[src/hdl/mpk_pkg.sv]
// ----------------------------------------------------------------------------
// mpk_pkg
// Types, constants and helpers of the multi-pattern match counter.
// ----------------------------------------------------------------------------
`timescale 1ns / 1ps

package mpk_pkg;

  localparam int MAX_PATTERNS    = 16;
  localparam int MAX_PATTERN_LEN = 16;
  localparam int COUNT_WIDTH     = 16;

  localparam int Cells   = MAX_PATTERNS * MAX_PATTERN_LEN;
  localparam int CellAw  = (Cells > 1) ? $clog2(Cells) : 1;
  localparam int SlotW   = (MAX_PATTERNS > 1) ? $clog2(MAX_PATTERNS) : 1;
  localparam int PosW    = $clog2(MAX_PATTERN_LEN + 1);
  localparam int HitW    = $clog2(MAX_PATTERNS + 1);

  typedef enum logic [1:0] {
    CMD_CLEAR  = 2'd0,
    CMD_APPEND = 2'd1,
    CMD_TEXT   = 2'd2,
    CMD_END    = 2'd3
  } cmd_e;

  typedef struct packed {
    cmd_e       cmd;
    logic [3:0] slot;
    logic [7:0] symbol;
  } mpk_in_t;

  typedef struct packed {
    logic [15:0] total_matches;
    logic [4:0]  matched_now;
    logic        text_done;
    logic        slot_full;
  } mpk_out_t;

  typedef enum logic [3:0] {
    S_IDLE,
    S_DECODE,
    S_SLOT,
    S_TAILW,
    S_STEP,
    S_CMP,
    S_FIN,
    S_TOTAL,
    S_OUT
  } state_e;

  // Commands from the controller to the datapath
  typedef struct packed {
    logic latch_in;
    logic clr_all;
    logic clr_pos;
    logic hits_clr;
    logic slot_init;
    logic slot_next;
    logic q_clr;
    logic q_from_pos;
    logic q_from_fail;
    logic q_inc;
    logic rd_tail;
    logic wr_text;
    logic wr_append;
    logic set_full;
    logic add_total;
    logic load_out;
  } mpk_cmd_t;

  // Status from the datapath to the controller
  typedef struct packed {
    cmd_e cmd;
    logic slot_ok;
    logic len_zero;
    logic len_full;
    logic pos_eq_len;
    logic q_zero;
    logic sym_eq;
    logic last_slot;
  } mpk_stat_t;

  // Flat cell address of a slot and position
  function automatic logic [CellAw-1:0] cell_addr(logic [SlotW-1:0] s, logic [PosW-1:0] p);
    cell_addr = CellAw'(32'(s) * MAX_PATTERN_LEN + 32'(p));
  endfunction

endpackage

[src/hdl/mpk_ram.sv]
// ----------------------------------------------------------------------------
// mpk_ram
// Generic single-write, single-read RAM with registered read data.
// ----------------------------------------------------------------------------
`timescale 1ns / 1ps

module mpk_ram #(
  parameter int Width = 8,
  parameter int Depth = 256,
  parameter int AddrW = (Depth > 1) ? $clog2(Depth) : 1
) (
  input  logic             clk_i,
  input  logic             we_i,
  input  logic [AddrW-1:0] waddr_i,
  input  logic [Width-1:0] wdata_i,
  input  logic [AddrW-1:0] raddr_i,
  output logic [Width-1:0] rdata_o
);

  logic [Width-1:0] mem_q [Depth];
  logic [Width-1:0] rdata_q;

  // Write port and registered read port
  always_ff @(posedge clk_i) begin
    if (we_i) begin
      mem_q[waddr_i] <= wdata_i;
    end
    rdata_q <= mem_q[raddr_i];
  end

  assign rdata_o = rdata_q;

endmodule

[src/hdl/mpk_ctrl.sv]
// ----------------------------------------------------------------------------
// mpk_ctrl
// Sequencer: walks slots and failure links, drives the handshakes.
// ----------------------------------------------------------------------------
`timescale 1ns / 1ps

module mpk_ctrl import mpk_pkg::*; (
  input  logic      clk_i,
  input  logic      rst_ni,
  input  logic      in_valid_i,
  output logic      in_ready_o,
  output logic      out_valid_o,
  input  logic      out_ready_i,
  input  mpk_stat_t stat_i,
  output mpk_cmd_t  cmd_o
);

  state_e state_q, state_d;
  logic   out_valid_q, out_valid_d;

  // State and output valid registers
  always_ff @(posedge clk_i or negedge rst_ni) begin
    if (!rst_ni) begin
      state_q     <= S_IDLE;
      out_valid_q <= 1'b0;
    end else begin
      state_q     <= state_d;
      out_valid_q <= out_valid_d;
    end
  end

  // Next state and commands
  always_comb begin
    state_d     = state_q;
    cmd_o       = '0;
    in_ready_o  = 1'b0;
    out_valid_d = out_valid_q;
    if (out_valid_q && out_ready_i) begin
      out_valid_d = 1'b0;
    end
    case (state_q)
      S_IDLE: begin
        in_ready_o = 1'b1;
        if (in_valid_i) begin
          cmd_o.latch_in = 1'b1;
          state_d        = S_DECODE;
        end
      end
      S_DECODE: begin
        cmd_o.hits_clr = 1'b1;
        case (stat_i.cmd)
          CMD_CLEAR: begin
            cmd_o.clr_all = 1'b1;
            state_d       = S_OUT;
          end
          CMD_END: begin
            cmd_o.clr_pos = 1'b1;
            state_d       = S_OUT;
          end
          CMD_TEXT: begin
            cmd_o.slot_init = 1'b1;
            state_d         = S_SLOT;
          end
          default: begin
            // append: drop bad slot, flag full slot, else build border
            cmd_o.q_clr = 1'b1;
            if (!stat_i.slot_ok) begin
              state_d = S_OUT;
            end else if (stat_i.len_full) begin
              cmd_o.set_full = 1'b1;
              state_d        = S_OUT;
            end else if (stat_i.len_zero) begin
              state_d = S_FIN;
            end else begin
              cmd_o.rd_tail = 1'b1;
              state_d       = S_TAILW;
            end
          end
        endcase
      end
      S_SLOT: begin
        if (stat_i.len_zero) begin
          if (stat_i.last_slot) begin
            state_d = S_TOTAL;
          end else begin
            cmd_o.slot_next = 1'b1;
          end
        end else if (stat_i.pos_eq_len) begin
          cmd_o.rd_tail = 1'b1;
          state_d       = S_TAILW;
        end else begin
          cmd_o.q_from_pos = 1'b1;
          state_d          = S_STEP;
        end
      end
      S_TAILW: begin
        cmd_o.q_from_fail = 1'b1;
        state_d           = S_STEP;
      end
      S_STEP: begin
        // wait for the character and failure reads at the new position
        state_d = S_CMP;
      end
      S_CMP: begin
        // extend on a hit, else follow the failure link
        if (stat_i.sym_eq) begin
          cmd_o.q_inc = 1'b1;
          state_d     = S_FIN;
        end else if (!stat_i.q_zero) begin
          cmd_o.q_from_fail = 1'b1;
          state_d           = S_STEP;
        end else begin
          state_d = S_FIN;
        end
      end
      S_FIN: begin
        if (stat_i.cmd == CMD_APPEND) begin
          cmd_o.wr_append = 1'b1;
          state_d         = S_OUT;
        end else begin
          cmd_o.wr_text = 1'b1;
          if (stat_i.last_slot) begin
            state_d = S_TOTAL;
          end else begin
            cmd_o.slot_next = 1'b1;
            state_d         = S_SLOT;
          end
        end
      end
      S_TOTAL: begin
        cmd_o.add_total = 1'b1;
        state_d         = S_OUT;
      end
      S_OUT: begin
        // load the output register once it is free
        if (!out_valid_q || out_ready_i) begin
          cmd_o.load_out = 1'b1;
          out_valid_d    = 1'b1;
          state_d        = S_IDLE;
        end
      end
      default: begin
        state_d = S_IDLE;
      end
    endcase
  end

  assign out_valid_o = out_valid_q;

endmodule

[src/hdl/mpk_dp.sv]
// ----------------------------------------------------------------------------
// mpk_dp
// Datapath: pattern and failure RAMs, slot state, counters, output word.
// ----------------------------------------------------------------------------
`timescale 1ns / 1ps

module mpk_dp import mpk_pkg::*; (
  input  logic      clk_i,
  input  logic      rst_ni,
  input  mpk_in_t   in_data_i,
  input  mpk_cmd_t  cmd_i,
  output mpk_stat_t stat_o,
  output mpk_out_t  out_data_o
);

  mpk_in_t             in_q;
  logic                full_q;
  logic [SlotW-1:0]    s_q;
  logic [PosW-1:0]     q_q;
  logic [HitW-1:0]     hits_q;
  logic [COUNT_WIDTH-1:0] total_q;
  logic [PosW-1:0]     plen_q [MAX_PATTERNS];
  logic [PosW-1:0]     mpos_q [MAX_PATTERNS];
  mpk_out_t            out_q;

  logic [SlotW-1:0]    cur;
  logic [PosW-1:0]     len;
  logic [PosW-1:0]     pos;
  logic [CellAw-1:0]   chr_raddr;
  logic [CellAw-1:0]   fail_raddr;
  logic [CellAw-1:0]   waddr;
  logic [7:0]          chr_rdata;
  logic [PosW-1:0]     fail_rdata;
  logic [COUNT_WIDTH:0] sum;

  // Slot under work: input slot for append, scan counter for text
  assign cur = (in_q.cmd == CMD_APPEND) ? SlotW'(in_q.slot) : s_q;
  assign len = plen_q[cur];
  assign pos = mpos_q[cur];

  // RAM addresses
  assign chr_raddr = cell_addr(cur, q_q);
  assign waddr     = cell_addr(cur, len);
  always_comb begin
    if (cmd_i.rd_tail) begin
      fail_raddr = cell_addr(cur, len - PosW'(1));
    end else if (q_q == '0) begin
      fail_raddr = cell_addr(cur, q_q);
    end else begin
      fail_raddr = cell_addr(cur, q_q - PosW'(1));
    end
  end

  mpk_ram #(.Width(8), .Depth(Cells), .AddrW(CellAw)) u_chars (
    .clk_i   (clk_i),
    .we_i    (cmd_i.wr_append),
    .waddr_i (waddr),
    .wdata_i (in_q.symbol),
    .raddr_i (chr_raddr),
    .rdata_o (chr_rdata)
  );

  mpk_ram #(.Width(PosW), .Depth(Cells), .AddrW(CellAw)) u_fail (
    .clk_i   (clk_i),
    .we_i    (cmd_i.wr_append),
    .waddr_i (waddr),
    .wdata_i (q_q),
    .raddr_i (fail_raddr),
    .rdata_o (fail_rdata)
  );

  // Status back to the controller
  assign stat_o.cmd        = in_q.cmd;
  assign stat_o.slot_ok    = 32'(in_q.slot) < MAX_PATTERNS;
  assign stat_o.len_zero   = (len == '0);
  assign stat_o.len_full   = (len == PosW'(MAX_PATTERN_LEN));
  assign stat_o.pos_eq_len = (pos == len);
  assign stat_o.q_zero     = (q_q == '0);
  assign stat_o.sym_eq     = (chr_rdata == in_q.symbol);
  assign stat_o.last_slot  = (s_q == SlotW'(MAX_PATTERNS - 1));

  assign sum = {1'b0, total_q} + (COUNT_WIDTH + 1)'(hits_q);

  // Input word, scan registers and count
  always_ff @(posedge clk_i) begin
    if (cmd_i.latch_in) begin
      in_q <= in_data_i;
    end
    if (cmd_i.slot_init) begin
      s_q <= '0;
    end else if (cmd_i.slot_next) begin
      s_q <= s_q + SlotW'(1);
    end
    if (cmd_i.q_clr) begin
      q_q <= '0;
    end else if (cmd_i.q_from_pos) begin
      q_q <= pos;
    end else if (cmd_i.q_from_fail) begin
      q_q <= fail_rdata;
    end else if (cmd_i.q_inc) begin
      q_q <= q_q + PosW'(1);
    end
    if (cmd_i.hits_clr) begin
      hits_q <= '0;
    end else if (cmd_i.wr_text && (q_q == len)) begin
      hits_q <= hits_q + HitW'(1);
    end
  end

  // Slot lengths, match positions, total and full flag
  always_ff @(posedge clk_i or negedge rst_ni) begin
    if (!rst_ni) begin
      for (int i = 0; i < MAX_PATTERNS; i++) begin
        plen_q[i] <= '0;
        mpos_q[i] <= '0;
      end
      total_q <= '0;
      full_q  <= 1'b0;
    end else begin
      if (cmd_i.latch_in) begin
        full_q <= 1'b0;
      end else if (cmd_i.set_full) begin
        full_q <= 1'b1;
      end
      if (cmd_i.clr_all) begin
        for (int i = 0; i < MAX_PATTERNS; i++) begin
          plen_q[i] <= '0;
          mpos_q[i] <= '0;
        end
        total_q <= '0;
      end else if (cmd_i.clr_pos) begin
        for (int i = 0; i < MAX_PATTERNS; i++) begin
          mpos_q[i] <= '0;
        end
      end else if (cmd_i.wr_text) begin
        mpos_q[cur] <= q_q;
      end else if (cmd_i.wr_append) begin
        mpos_q[cur] <= '0;
        plen_q[cur] <= len + PosW'(1);
      end
      if (cmd_i.add_total) begin
        if (sum[COUNT_WIDTH]) begin
          total_q <= '1;
        end else begin
          total_q <= sum[COUNT_WIDTH-1:0];
        end
      end
    end
  end

  // Output word
  always_ff @(posedge clk_i) begin
    if (cmd_i.load_out) begin
      out_q.total_matches <= 16'(total_q);
      out_q.matched_now   <= (32'(hits_q) > 32'd31) ? 5'd31 : 5'(hits_q);
      out_q.text_done     <= (in_q.cmd == CMD_END);
      out_q.slot_full     <= full_q;
    end
  end

  assign out_data_o = out_q;

endmodule

[src/hdl/multi_pattern_kmp_counter.sv]
// Clear, end of text and a dropped append go straight to the output register;
// an append to a filled slot first walks failure links from its tail. A text
// word visits every slot and walks failure links for each filled one. One word
// at a time: the next word is taken once the last result is in the output reg.
// Reset: asynchronous, clears lengths, positions, total and output valid.
// ----------------------------------------------------------------------------
// multi_pattern_kmp_counter
// Counts occurrences of up to 16 patterns in a text stream.
// ----------------------------------------------------------------------------
`timescale 1ns / 1ps

module multi_pattern_kmp_counter import mpk_pkg::*; (
  input  logic     clk_i,
  input  logic     rst_ni,
  input  logic     in_valid_i,
  output logic     in_ready_o,
  input  mpk_in_t  in_data_i,
  output logic     out_valid_o,
  input  logic     out_ready_i,
  output mpk_out_t out_data_o
);

  mpk_cmd_t  cmd;
  mpk_stat_t stat;

  // Sequencer
  mpk_ctrl u_ctrl (
    .clk_i       (clk_i),
    .rst_ni      (rst_ni),
    .in_valid_i  (in_valid_i),
    .in_ready_o  (in_ready_o),
    .out_valid_o (out_valid_o),
    .out_ready_i (out_ready_i),
    .stat_i      (stat),
    .cmd_o       (cmd)
  );

  // Storage and arithmetic
  mpk_dp u_dp (
    .clk_i      (clk_i),
    .rst_ni     (rst_ni),
    .in_data_i  (in_data_i),
    .cmd_i      (cmd),
    .stat_o     (stat),
    .out_data_o (out_data_o)
  );

endmodule

[config.mk]
export PLATFORM = sky130hd
export DESIGN_NAME = multi_pattern_kmp_counter
export DESIGN_NICKNAME = d
export VERILOG_FILES = /design/src/hdl/mpk_pkg.sv /design/src/hdl/mpk_ram.sv /design/src/hdl/mpk_ctrl.sv /design/src/hdl/mpk_dp.sv /design/src/hdl/multi_pattern_kmp_counter.sv
export SDC_FILE = /design/constraint.sdc
export NUM_CORES = 2
export LEC_CHECK = 0
export BUFFER_PORTS_ARGS = -buffer_cell sky130_fd_sc_hd__buf_2
export CAP_MARGIN = 5
export CORE_MARGIN = 5
export CORE_UTILIZATION = 41
export DETAILED_ROUTE_END_ITERATION = 8
export PLACE_DENSITY = 0.56
export SLEW_MARGIN = 20
export SYNTH_ARGS = -nofsm -noshare
export SYNTH_HDL_FRONTEND = slang
export SYNTH_SLANG_ARGS = --single-unit
[constraint.sdc]
create_clock -name clk_i -period 10.3 [get_ports clk_i]
set_clock_uncertainty 0.15 [all_clocks]
set_input_delay 1.03 -clock clk_i [delete_from_list [all_inputs] [get_ports clk_i]]
set_output_delay 1.03 -clock clk_i [all_outputs]
set_load 0.01 [all_outputs]
[Yosys cells after proc, flatten, opt, wreduce, memory -nomap -nowiden]
Memory sizes are Yosys's and may differ from the RTL's. A register that Yosys moved wholly into a read port is not among the register bits.
Index checks and enable logic that the tools add are counted.
Storage, ports and cells
  output and inout bits: 25
  memories: 2
  memory bits (writable): 3328
  input port bits: 18
  ROM bits: 0
  logic and storage cells: 186
  bits in latches: 0
  flip-flop bits (word level): 233
Cells by class
  multipliers: 0
  magnitude comparators: 2
  add/sub/neg operators: 11
  eq/ne operators: 21
  reduce and logical (&&, ||, !) cells: 18
  divide/modulo/power cells: 0
  bitwise logic cells: 3
  shifts and indexed selects: 0
  muxes and demuxes: 83
Memory list
  u_dp.u_chars.mem_q: depth 256, width 8, read ports 1, clocked after memory_dff 1, wr ports 1, RTL line mpk_ram.sv:20  | logic [Width-1:0] mem_q [Depth];
  u_dp.u_fail.mem_q: depth 256, width 5, read ports 1, clocked after memory_dff 1, wr ports 1, RTL line mpk_ram.sv:20
Operator list (count)
  two-way mux 80 bit: 8
  bitwise mux 80 bit: 2
  AND 80 bit: 1
  inverter 80 bit: 1
  two-way mux 16 bit: 3
  binary-select mux 5 bit (select 4 bit): 2
  two-way mux 5 bit: 8
  two-way mux 1 bit: 38
  case mux 4 bit (9 select lines): 1
  adder 8 x 5 -> 8 bit: 4
  two-way mux 4 bit: 8
  demux 5 bit (select 4 bit): 1
  adder 16 x 5 -> 17 bit: 1
  == test 4 x 3 -> 1 bit, second input constant: 4
  two-way mux 8 bit: 2
  adder 5 x 1 -> 5 bit, second input constant: 3
  == test 5 bit: 2
  logical NOT 5 bit: 2
  subtractor 5 x 1 -> 5 bit, second input constant: 2
  two-way mux 3 bit: 3
  == test 4 x 2 -> 1 bit, second input constant: 2
  == test 4 bit, second input constant: 2
  == test 8 bit: 1
  case mux 4 bit (2 select lines): 1
  24 further kinds: 36

[Logic depth before layout (Yosys ltp)]
  depth in word-level cells: 13
  mapped depth: 29
  mapped depth without buffers: 24

[Modules after synthesis]
Synthesis repeated with hierarchy kept, for this count alone.
Unflattened totals
  cell total of the unflattened synthesis: 7644
  area total of the unflattened synthesis: 142776.9 um2
By module, submodules not included
  mpk_ram (u_dp.u_chars): times used 1, area each 79556.3 um2, cells each 3733, seq. area each 61659.1 um2
  mpk_ram (u_dp.u_fail): times used 1, area each 50284.5 um2, cells each 2497, seq. area each 38537.0 um2
  mpk_dp: times used 1, area each 12280.5 um2, cells each 1339, seq. area each 5820.6 um2
  mpk_ctrl: times used 1, area each 655.6 um2, cells each 75, seq. area each 125.1 um2

[Worst setup path after synthesis]
No wires, ideal clock.
  path type: reg-to-reg
  from: register u_dp.q_q[1]
  to: register u_dp.u_fail.rdata_q[3], in the netlist u_dp.u_fail.rdata_o[3], read port of u_dp.u_fail.mem_q
  library setup time: 0.096 ns
  arrival: 7.977 ns
  data required time: 10.054 ns
  clock period less this slack: 8.222 ns
  slack: 2.078 ns
  cell stages (with the launch flop): 25
  cells stage by stage: dfxtp_1 > clkbuf_1 > clkbuf_1 > clkbuf_1 > clkbuf_1 > inv_1 > ha_1 > nand2b_1 > or3_1 > clkbuf_1 > nand2_1 > ha_1 > ha_1 > nand2_1 > nand2_1 > nand2_1 > a21oi_1 > a41o_1 > or3_1 > buf_2 > nand2_1 > a21oi_1 > or4_1 > o21a_1 > o41ai_2
On the way
  word-level cells in the longest chain between the ends: 4
  elaborated cells on any way between the ends: 6
  classes of those cells: add/sub (3); mux (2); reduce/logical (1)
Ends and longest elaborated chain
  from (decl): RTL line mpk_dp.sv:19  | logic [PosW-1:0] q_q;
  from (signal assigned): RTL line mpk_dp.sv:97  | q_q <= pos;
  from (signal assigned): RTL line mpk_dp.sv:99  | q_q <= fail_rdata;
  from (signal assigned): RTL line mpk_dp.sv:101  | q_q <= q_q + PosW'(1);
  subtractor 5 x 1 -> 5 bit: RTL line mpk_dp.sv:50  | fail_raddr = cell_addr(cur, q_q - PosW'(1));
  adder 8 x 5 -> 8 bit: RTL line mpk_pkg.sv:85  | cell_addr = CellAw'(32'(s) * MAX_PATTERN_LEN + 32'(p));
  two-way mux 8 bit *: RTL line mpk_dp.sv:47  | end else if (q_q == '0) begin
  two-way mux 8 bit *: RTL line mpk_dp.sv:45  | if (cmd_i.rd_tail) begin
  to (decl): RTL line mpk_ram.sv:21  | logic [Width-1:0] rdata_q;
Every way passes the cells marked *; elsewhere a longest branch is shown, timed or not.
A chain may end at the register's enable or synchronous reset.

[Final worst setup path]
  from: register u_dp.in_q, in the netlist u_dp.stat_o[8]
  to: register u_dp.u_fail.rdata_q[0], in the netlist u_dp.u_fail.rdata_o[0], read port of u_dp.u_fail.mem_q
On the way
  word-level cells in the longest chain between the ends: 12
  elaborated cells on any way between the ends: 28
  classes of those cells: add/sub (4); eq/ne (5); mux (15); bitwise (1); reduce/logical (3)
Ends and longest elaborated chain
  from (decl): RTL line mpk_dp.sv:16  | mpk_in_t in_q;
  from (signal assigned): RTL line mpk_dp.sv:87  | in_q <= in_data_i;
  parallel branches: the longest is 11 deep, another holds adder 8 x 5 -> 8 bit
  two-way mux 8 bit *: RTL line mpk_dp.sv:45
Every way passes the cells marked *. The select of a mux whose other input is x is not followed.

==> qor.csv <==
metric,value,unit
Synth area leaders,"edfxtp_1 72%, mux4_2 12%, dfrtp_1 3.2%",
grt ovf,0,
largest area contributor in the netlist,edfxtp_1,
total die area,356000,sq um
PwrDens,302,nW/um^2
maxcap violations,0,
global-route wire length before repair,558000,um
period utilization,86.6,%
Final ANT Viol Nets,0,
Static Leak,50.7,nW
starting density of the core,41.2,%
# setup viols final,0,
average instance area after synthesis,19.3,sq um
I/O Pins,43,
Max rail drop VDD,0.278,mV
post-layout util,46.6,%
Tmin final,8.92,ns
nets,7581,
Max Transition Viols Final,0,
row cnt,215,
cell area after layout,160000,sq um
Buffers on Ports,42,
Synth-to-Final Area Change,13.2,%
Detailed Place HPWL,234000,um
final WL,392000,um
worst min path class,in -> async,
outcome,"complete, no violations",
Fmax,112,MHz
fillers,28500,
CTS buffer count,374,
ys async rst share,5.09,%
fin cells,12400,
critical path's slowest cell,a221oi_1,
GRT Util Overall,21.6,%
WP data required,11.00,ns
drt via density,5.99,
Post-Syn Nets,7352,
share of the synthesized area in the top cell type,71.6,%
Placed Instance Area,148000,sq um
Cells after Synth,7311,
Max clock buf depth,4,
Max H-tree Level,5,
Worst EP arrival,9.62,ns
# resized after CTS,0,
layout cell share with drive strength beyond 1,23.5,%
CTS tree,yes,
clock-pin slew on the worst setup and hold paths,0.07,ns
dpl cells,11700,
Synth Register Bits,3574,
Final Power,48.3,mW
FF-to-FF path depth,19,
Worst path max stage delay,0.85,ns
Hold Buf Count CTS,0,
drc violations,0,
largest net degree at the start of global routing,179,
ys flop type,edfxtp_1,
initial antenna violation count,16,
Slew HR,8.70,%
Die W,597,um
TNS Setup,0,ns
core footprint,343000,sq um
"Max FO, Critical Path",55,
post-synthesis cell area,141000,sq um
"Clk Latency, worst-skew pair",0.94,ns
number of DRC markers in iteration 0,9651,
"EDFF count, synth",3365,
Top delay family on crit path,simple AND/OR/NAND/NOR gates,
clock sinks,3574,
gpl congestion,0.873,
DR vias,74300,
Worst Path Buf+Inv,3,
"Worst Path Class, Setup",reg -> reg,
CP Cell Sequence,inv_1 > ha_1 > mux2i_4 > inv_4 > mux4_2 > nand2_1 > and4_1 > nand4_4 > nor2_2 > nor2_1 > a21oi_2 > or2_4 > nand2_4 > buf_4 > o221ai_1 > o21ai_0 > a221oi_1 > o21ai_0 > o31ai_1,
CP startpoint kind,flop,
Final Hold Fails,0,
# Post-CTS Setup Buffers,0,
Root Driver,clkbuf_16,
DRT Pass-1 Iters,6,
vias in the first global route,73100,
Synth Warn #,0,
"Seq/Total Area, Yosys",75.2,%
Crit. End Element,flop,
worst slew pin tran,1.37,ns
Die H,597,um
RSZ-0062 raised after global routing,false,
CP dominant cell by count,o21ai_0,
distinct cell type count of the synthesized netlist,98,
drt wl/cell,31.6,um
WP depth,19,
## final cells by class
type	instances	area, sq um	area share [%]
Sequential cell	3574	106000	66.5
Multi-Input combinational cell	3285	33400	20.9
Clock buffer	480	10000	6.29
Tap cell	4557	5700	3.57
Timing Repair Buffer	291	2420	1.52
Clock inverter	205	1860	1.17
Inverter	14	55.1	0.0345
Antenna cell	9	22.5	0.0141
## state kept, by name, indices dropped and copies added (netlist names), 4 cells and up
| register | flops |
|---|---|
| u_dp.u_chars.rdata_o | 8 |
| u_dp.s_q | 4 |
| u_dp.in_q | 12 |
| u_dp.plen_q | 80 |
| u_dp.u_fail.rdata_o | 5 |
| u_dp.u_chars.mem_q | 2048 |
| u_ctrl.state_q | 4 |
| u_dp.total_q | 16 |
| u_dp.mpos_q | 80 |
| u_dp.hits_q | 5 |
| u_dp.out_data_o | 23 |
| u_dp.u_fail.mem_q | 1280 |
| u_dp.q_q | 5 |
## metal layers
metal  vias to the layer above  share of wire (%)  global-route usage [%]
met5                         -             0.0023                       0
met3                       591                8.4                    4.11
met4                         2                2.9                    5.79
met2                      3451                 46                    33.4
met1                     39800                 42                    31.7
li1                      30500                  -                       -
## through the flow
step	hold WS, ns	setup slack, ns
2_1_floorplan	0.276	2.08
3_3_place_gp	0.316	1.54
3_5_place_dp	0.324	1.69
4_1_cts	0.0501	1.65
5_1_grt	0.0841	1.27
6_report	0.0694	1.38
## path summary, 6_finish.rpt
check,from,end,slack (ns)
hold / removal,rst_ni,u_dp.plen_q[55]$_DFFE_PN0P_,0.07
min in group clk_i,in_data_i[0],u_dp.in_q[0]$_DFFE_PP_,0.13
max in group asynchronous,rst_ni,u_dp.mpos_q[65]$_DFFE_PN0P_,8.73
setup / recovery,u_dp.stat_o[8]$_DFFE_PP_,u_dp.u_fail.rdata_o[0]$_DFF_P_,1.38
hold reg to reg,u_dp.total_q[2]$_DFFE_PN0P_,u_dp.out_data_o[9]$_DFFE_PP_,0.33
setup reg to reg,u_dp.stat_o[8]$_DFFE_PP_,u_dp.u_fail.rdata_o[0]$_DFF_P_,1.38
## logic make-up (layout without fill, tap and decap cells)
logic type      after synthesis  after routing  share of synthesized area (%)
other cells                   0              9                              0
buf+inv                     452            990                           1.58
xor+xnor                     44             44                          0.279
fa+ha+maj                    23             23                          0.209
flops                      3574           3574                           75.2
compound gates              765            765                           3.85
mux                        1082           1082                           14.5
simple gates               1371           1371                           4.29
## cells in the mapped netlist, drive strengths merged, types with 11 or more instances
cell type and count:
nand2 552, mux2 20, ha 22, a311oi 23, xnor2 27, o22ai 37
o221ai 33, o32ai 12, mux4 768, edfxtp 3365, a2111oi 54, clkbuf 232
buf 206, a211oi 29, nand3 247, and3 24, a21boi 40, nor2 363
mux2i 294, nor3 52, inv 13, dfrtp 182, a21oi 125, a32oi 22
a22oi 29, xor2 17, dfxtp 27, and2 11, nor4 24, o21ai 144
nor2b 15, a31oi 54, a22o 90, nand4 31
## power breakdown
group          switching, mW  internal [mW]  total (mW)
sequential             0.282           17.2        17.5
clock                   5.61           7.59        13.2
combinational           11.7           5.87        17.6
total                   17.6           30.7        48.3
## worst register-to-register path, delay by kind of cell, from the launching register on
family | cells | cell delay, ns
flops | 1 | 0.42
fa+ha+maj | 1 | 0.50
buf+inv | 3 | 1.16
mux | 2 | 1.26
simple gates | 7 | 3.13
compound gates | 6 | 2.21
## cell usage in the layout, fill, tap and decap left out, types with 69 or more instances in the layout
cell type | netlist | final
edfxtp_1 | 3365 | 3365
nor2_2 | 3 | 143
nor2_1 | 358 | 200
clkinv_1 | 1 | 69
o21ai_0 | 142 | 141
clkbuf_1 | 232 | 86
dfrtp_1 | 182 | 182
a21oi_1 | 122 | 122
a22o_1 | 90 | 90
mux2i_1 | 291 | 285
nand2_1 | 550 | 529
clkinv_2 | 0 | 77
mux4_2 | 762 | 762
nand3_1 | 247 | 247
clkbuf_16 | 0 | 381
buf_4 | 27 | 222
No activity file was read; power rests on OpenSTA's default activity.
